[src/hw/rtl/assert_macros.svh]
// Assertion macros shared by the RTL of the conductance LIF neuron block.
// Depends on nothing; included by the modules that carry assertions.
`ifndef ASSERT_MACROS_SVH
`define ASSERT_MACROS_SVH

// Check cons in the same cycle as ante.
`define ASSERT_NOW(label, clk, rst, ante, cons) \
  label: assert property (@(posedge clk) disable iff (rst) (ante) |-> (cons)) \
    else $error("assertion failed");

// Check cons starting in the cycle after ante.
`define ASSERT_NEXT(label, clk, rst, ante, cons) \
  label: assert property (@(posedge clk) disable iff (rst) (ante) |=> (cons)) \
    else $error("assertion failed");

`endif

[src/hw/rtl/clif_pkg.sv]
// Types and constants of the conductance LIF neuron update block.
// Depends on nothing; used by the controller, datapath and top level.
`default_nettype none

package clif_pkg;

  localparam int IDX_W   = 10;
  localparam int VAL_W   = 16;
  localparam int CNT_W   = 8;
  localparam int CFG_IDX_W = 4;

  // Register indexes on the configuration port
  localparam logic [CFG_IDX_W-1:0] CFG_EXC_DECAY    = 4'd0;
  localparam logic [CFG_IDX_W-1:0] CFG_INH_DECAY    = 4'd1;
  localparam logic [CFG_IDX_W-1:0] CFG_LEAK_RATE    = 4'd2;
  localparam logic [CFG_IDX_W-1:0] CFG_EXC_REVERSAL = 4'd3;
  localparam logic [CFG_IDX_W-1:0] CFG_INH_REVERSAL = 4'd4;
  localparam logic [CFG_IDX_W-1:0] CFG_REST_LEVEL   = 4'd5;
  localparam logic [CFG_IDX_W-1:0] CFG_THRESHOLD    = 4'd6;
  localparam logic [CFG_IDX_W-1:0] CFG_RESET_LEVEL  = 4'd7;

  // Register reset values
  localparam logic [VAL_W-1:0] RST_EXC_DECAY    = 16'd655;
  localparam logic [VAL_W-1:0] RST_INH_DECAY    = 16'd655;
  localparam logic [VAL_W-1:0] RST_LEAK_RATE    = 16'd328;
  localparam logic [VAL_W-1:0] RST_EXC_REVERSAL = 16'h0000;
  localparam logic [VAL_W-1:0] RST_INH_REVERSAL = 16'hB000;
  localparam logic [VAL_W-1:0] RST_REST_LEVEL   = 16'hC400;
  localparam logic [VAL_W-1:0] RST_THRESHOLD    = 16'hCE00;
  localparam logic [VAL_W-1:0] RST_RESET_LEVEL  = 16'hC400;

  localparam logic [CNT_W-1:0] CNT_MAX = 8'hFF;

  typedef struct packed {
    logic [IDX_W-1:0] neuron_index;
    logic [VAL_W-1:0] exc_input;
    logic [VAL_W-1:0] inh_input;
  } clif_in_t;

  typedef struct packed {
    logic [IDX_W-1:0]        out_index;
    logic                    spiked;
    logic signed [VAL_W-1:0] membrane;
  } clif_out_t;

  typedef struct packed {
    logic [VAL_W-1:0]        exc_decay;
    logic [VAL_W-1:0]        inh_decay;
    logic [VAL_W-1:0]        leak_rate;
    logic signed [VAL_W-1:0] exc_reversal;
    logic signed [VAL_W-1:0] inh_reversal;
    logic signed [VAL_W-1:0] rest_level;
    logic signed [VAL_W-1:0] threshold;
    logic signed [VAL_W-1:0] reset_level;
  } clif_cfg_t;

  // One word of the per-neuron state memory
  typedef struct packed {
    logic signed [VAL_W-1:0] potential;
    logic [VAL_W-1:0]        g_exc;
    logic [VAL_W-1:0]        g_inh;
    logic [CNT_W-1:0]        since_spike;
  } clif_state_t;

  localparam clif_state_t STATE_RESET = '{
    potential:   RST_REST_LEVEL,
    g_exc:       '0,
    g_inh:       '0,
    since_spike: CNT_MAX
  };

  // Controller to datapath
  typedef struct packed {
    logic clear;   // write the reset word at the clear address and advance
    logic load;    // capture the input word and read its state
    logic commit;  // write back the state and load the output register
  } clif_cmd_t;

  // Datapath to controller
  typedef struct packed {
    logic clear_last;
  } clif_status_t;

endpackage

`default_nettype wire

[src/hw/rtl/clif_ctrl.sv]
// Sequencer of the conductance LIF neuron update: clear pass, item steps,
// input and output handshakes. Depends on clif_pkg and assert_macros.svh.
`default_nettype none
`include "assert_macros.svh"

module clif_ctrl (
  input  wire logic                  clk,
  input  wire logic                  rst,
  input  wire logic                  in_valid,
  output logic                       in_stall,
  output logic                       out_valid,
  input  wire logic                  out_stall,
  output clif_pkg::clif_cmd_t        cmd,
  input  wire clif_pkg::clif_status_t status
);

  localparam logic [2:0] S_CLEAR = 3'd0;
  localparam logic [2:0] S_IDLE  = 3'd1;
  localparam logic [2:0] S_CG    = 3'd2;
  localparam logic [2:0] S_CU    = 3'd3;
  localparam logic [2:0] S_MV    = 3'd4;
  localparam logic [2:0] S_SUM   = 3'd5;
  localparam logic [2:0] S_WB    = 3'd6;

  logic [2:0] state;
  logic [2:0] state_next;
  logic       out_valid_next;

  assign in_stall   = (state != S_IDLE);
  assign cmd.clear  = (state == S_CLEAR);
  assign cmd.load   = (state == S_IDLE) && in_valid;
  assign cmd.commit = (state == S_WB) && (!out_valid || !out_stall);

  always_comb begin
    state_next = state;
    case (state)
      S_CLEAR: if (status.clear_last) state_next = S_IDLE;
      S_IDLE:  if (in_valid) state_next = S_CG;
      S_CG:    state_next = S_CU;
      S_CU:    state_next = S_MV;
      S_MV:    state_next = S_SUM;
      S_SUM:   state_next = S_WB;
      S_WB:    if (cmd.commit) state_next = S_IDLE;
      default: state_next = S_IDLE;
    endcase
  end

  always_comb begin
    out_valid_next = out_valid;
    if (cmd.commit) begin
      out_valid_next = 1'b1;
    end else if (out_valid && !out_stall) begin
      out_valid_next = 1'b0;
    end
  end

  always_ff @(posedge clk) begin
    if (rst) begin
      state     <= S_CLEAR;
      out_valid <= 1'b0;
    end else begin
      state     <= state_next;
      out_valid <= out_valid_next;
    end
  end

  `ASSERT_NOW(a_no_overwrite, clk, rst, cmd.commit, !out_valid || !out_stall)
  `ASSERT_NEXT(a_load_to_wb, clk, rst, cmd.load, ##4 (state == S_WB))
  `ASSERT_NOW(a_clear_quiet, clk, rst, state == S_CLEAR, !out_valid)

endmodule

`default_nettype wire

[config.mk]
export PLATFORM = sky130hd
export DESIGN_NAME = clif_ctrl
export DESIGN_NICKNAME = d
export VERILOG_FILES = /design/src/hw/rtl/clif_pkg.sv /design/src/hw/rtl/clif_ctrl.sv
export VERILOG_INCLUDE_DIRS = /design/src /design/src/hw/rtl
export SDC_FILE = /design/constraint.sdc
export NUM_CORES = 1
export LEC_CHECK = 0
export BUFFER_PORTS_ARGS = -buffer_cell sky130_fd_sc_hd__buf_2
export CAP_MARGIN = 10
export CELL_PAD_IN_SITES_DETAIL_PLACEMENT = 0
export CELL_PAD_IN_SITES_GLOBAL_PLACEMENT = 1
export CORE_AREA = 2 2 39 41
export CTS_CLUSTER_SIZE = 24
export DETAILED_ROUTE_END_ITERATION = 10
export DIE_AREA = 0 0 41 43
export GPL_TIMING_DRIVEN = 0
export PLACE_DENSITY = 0.47
export RECOVER_POWER = 100
export SYNTH_ARGS = -nofsm -noshare
export SYNTH_HDL_FRONTEND = slang
export SYNTH_SLANG_ARGS = --single-unit
[constraint.sdc]
create_clock -name clk -period 3 [get_ports clk]
set_clock_uncertainty 0.15 [all_clocks]
set_input_delay 0.15 -clock clk [delete_from_list [all_inputs] [get_ports clk]]
set_output_delay 0.15 -clock clk [all_outputs]
set_load 0.005 [all_outputs]
Yosys cells after proc, flatten, opt, wreduce, memory -nomap -nowiden

Index checks and enable logic that the tools add are counted.

Flip-flop bits (word level): 4
Latch bits: 0
RAM bits: 0
Bits in read-only memories: 0
Input port bits: 5
Output and inout port bits: 5
Word-level logic and storage cells: 27
Memories: 0

$add $sub $neg: 0
$mul: 0
Divide/modulo/power cells: 0
Order comparisons: 0
Eq/ne operators: 10
Shift-type cells: 0
Muxes and demuxes: 6
Bitwise gates (word level): 0
Reductions and logical operators: 9

Operators by type and width:

| cell               | count |
|---|---|
| $pmux 3 s7         | 1 |
| $eq 3x3->1 const B | 3 |
| $mux 3             | 3 |
| $eq 3x2->1 const B | 2 |
| $ne 2x2->1 const B | 2 |
| $eq 3x1->1 const B | 1 |
| $logic_and 1x1->1  | 3 |
| $logic_not 3->1    | 1 |
| $ne 3x1->1 const B | 1 |
| $reduce_and 3->1   | 1 |
| $logic_not 1->1    | 2 |
| $mux 1             | 2 |
| $ne 2x1->1 const B | 1 |
| $reduce_bool 2->1  | 1 |
| $logic_or 1x1->1   | 1 |

Logic depth before layout (Yosys ltp)

Depth after elaboration: 5
Gate-level depth with buffers: 4
Mapped depth without buffers: 3

Worst setup path after synthesis

Ideal clock, no wire load.

Path type: flip-flop to flip-flop
Start: register state[1]
End: register state[0]
Library setup time: 116 ps
Data arrival time: 837 ps
Required time: 2734 ps
Path slack: 1897 ps
Cell stages (with the launch flop): 5
Path buffers: 1
Clock period less this slack: 1103 ps
Cell sequence: dfxtp_1 buf_6 nor3_2 a21oi_1 o211a_1

RTL lines:

| what                   | line            | text |
|---|---|---|
| from (decl)            | clif_ctrl.sv:25 | `logic [2:0] state;` |
| from (signal assigned) | clif_ctrl.sv:62 | `state <= state_next;` |

==> metrics.cfg <==
[outcome]
status = complete, no violations

[power]
ir_drop_uv = 105
leakagePower_nw = 0.142
power_density_nw_per_um2 = 488

[cts]
cts_tree = built
cts-buffers-inserted = 3
ctsResizeCount = 0
htreeDepth = 1
numClockSinks = 4
postCtsSetupBuffers = 0
cts_hold_buf = 1
clk_latency_ps = 240
clock_path_buffers = 2
clk_pin_slew_ps = 40
root_buffer = clkbuf_4

[synth]
yosysTopAreaCellShare_pct = 35.2
synthMuxAreaShare_pct = 0
synth.largest_area_cell = dfxtp_1
synth_cells = 28
synth_edf_count = 0
synth-simple-area-share_pct = 28.6
synth_fa_ha_area_share_pct = 0
synthArstFlopShare_pct = 0
ys_types = 16
avgSynthCellArea_um2 = 8.13
synth-compound-area-share_pct = 24.7
syn_area_um2 = 228
synth_area_leaders = dfxtp_1 (35%), a21oi_1 (8.8%), nand3b_1 (6.6%)
synth_warnings = 0
ys_ff_latch = 4
synth_top_family_by_area = simple AND/OR/NAND/NOR gates
syn_nets = 33
synthXorXnorAreaFrac_pct = 0
synthFlopType = dfxtp_1
ys_seq_area_share_pct = 35.2

[floorplan]
core_area_um2 = 1380
dieArea_um2 = 1760
fp.dieW_um = 41
ios = 10
start_util_pct = 16.5
placementRows = 14
fp.dieH_um = 43

[routing]
firstDrtPassIters = 4
wl_per_cell_um = 8.93
initialDrtViolationCount = 1
wl_um = 509
vias = 237
wl_met1_um = 214
drc = 0
via_per_inst = 4.16
dr_wl_met3_um = 16
dr_wl_met2_um = 262
highest_layer = met4
ant_nets = 0

[worst_setup_path]
crit_slowest_cell = dfxtp_1
critical_path_arrival_ps = 1280
critPathKind = reg -> out
path_cells = clkbuf_1 -> nand3b_1 -> a21oi_1 -> buf_4 -> buf_2
worst-endpoint-required_ps = 2700
r2r-start = state[1]
r2r-end = state[0]
cp-end-kind = output port
slowest_delay_ps = 300
rr_worst_depth = 4
path_buf_inv = 3
crit_family = buffers and inverters
worstSetupStartpointType = register
r2r_slack_ps = 1730
worstPathMaxFanout = 8

[min_path]
hp-class = in -> reg
worstHoldEndpoint = out_valid
hold_depth = 3
holdCritStartpoint = out_stall

[placed_design]
io_buffers = 9
place_ws_ps = 1780
place_congestion = 0.733
dp.cells = 53
dp_hpwl_um = 400

[global_routing]
overflow = 0
grt_max_degree = 9
grt_pass1_vias = 215
grt_pass1_wl_um = 828
grtUsageTotal_pct = 7.23
antenna_found_initial = 0

[sta]
final-max-slew-violation-count = 0
finalSetupViolations = 0
slew_headroom_pct = 79.3
setup_ws_ps = 1420
tns_ps = 0
period_minus_slack_ps = 1580
hold_violations = 0
fin_crit_sh_pct = 52.7
fin_hold_ws_ps = 64.9
tightest_slew_ps = 311
rsz0062_at_grt = no
fmax_mhz = 633

[finish]
multi_input_area_um2 = 116
num_antenna_cells = 0
final_common_cell = buf_2
fillCellCount = 166
final_core_util_pct = 22.6
area_growth_pct = 37.4
layout.nets = 48
stdcell_count = 57
drive_gt1_share_pct = 31.7
seq_area_um2 = 80.1
final_cell_mix = buf_2 (9), a21oi_1 (4), dfxtp_1 (4)

[run]
maxCapViolCount = 0

## flip-flops by register name, summed over array words and instances (netlist names)
register and cells:
state 3, out_valid 1
## cell usage after synthesis (all sizes together) (2+ instances only)
| master | number |
|---|---|
| buf | 2 |
| inv | 2 |
| nor2 | 2 |
| a21oi | 4 |
| nand3b | 2 |
| dfxtp | 4 |
| nand2 | 3 |
| o21a | 2 |
## worst max-delay path by stage
stage / start / to / slack (ps) / depth (start not counted)
floorplan: state[1] / state[0] / 1900 / 4
global placement: state[2] / cmd[0] / 1770 / 4
detailed placement: state[2] / cmd[0] / 1780 / 4
CTS: state[2] / cmd[0] / 1520 / 4
global route: state[1] / cmd[0] / 1340 / 5
finish: state[1] / cmd[0] / 1420 / 5
## final cells by class
class                   instances  area share (%)
plain buffers                   2            3.60
inverters                       2            2.40
clock buffers                   3            7.20
well taps                      16            6.40
flip-flops and latches          4            25.6
multi-input cells              20            37.2
repair buffers                 10            17.6
## tightest hold or removal path, delay by kind of cell
kind | cells | cell delay (ps)
buffers and inverters | 1 | 110
AND/OR/NAND/NOR | 1 | 80
AO/OA/AOI/OAI | 1 | 60
## per-stage QoR
stage	instance area, µm²	power (mW)
global placement	293	0.0860
detailed placement	293	0.0860
global route	313	0.164
finish	313	0.153
CTS	325	0.159
floorplan	228	0.0754
## power by group
group	internal [mW]	switching (mW)	total (mW)
logic	0.0131	0.0106	0.0237
clock network	0.0449	0.0245	0.0694
registers	0.0562	0.00338	0.0596
## routing by layer
| metal | up-vias | GRT usage, % |
|---|---|---|
| met1 | 106 | 8.04 |
| li1 | 125 | - |
| met4 | 0 | 8.00 |
| met2 | 4 | 10.0 |
| met3 | 2 | 1.57 |
| met5 | - | 0 |
## cell families (layout without fill, tap and decap cells)
kind of cell    count (synthesis)  after routing
compound gates                  9              9
flops                           4              4
simple gates                   11             11
buf+inv                         4             17
Power figures use the tool's default switching activity.
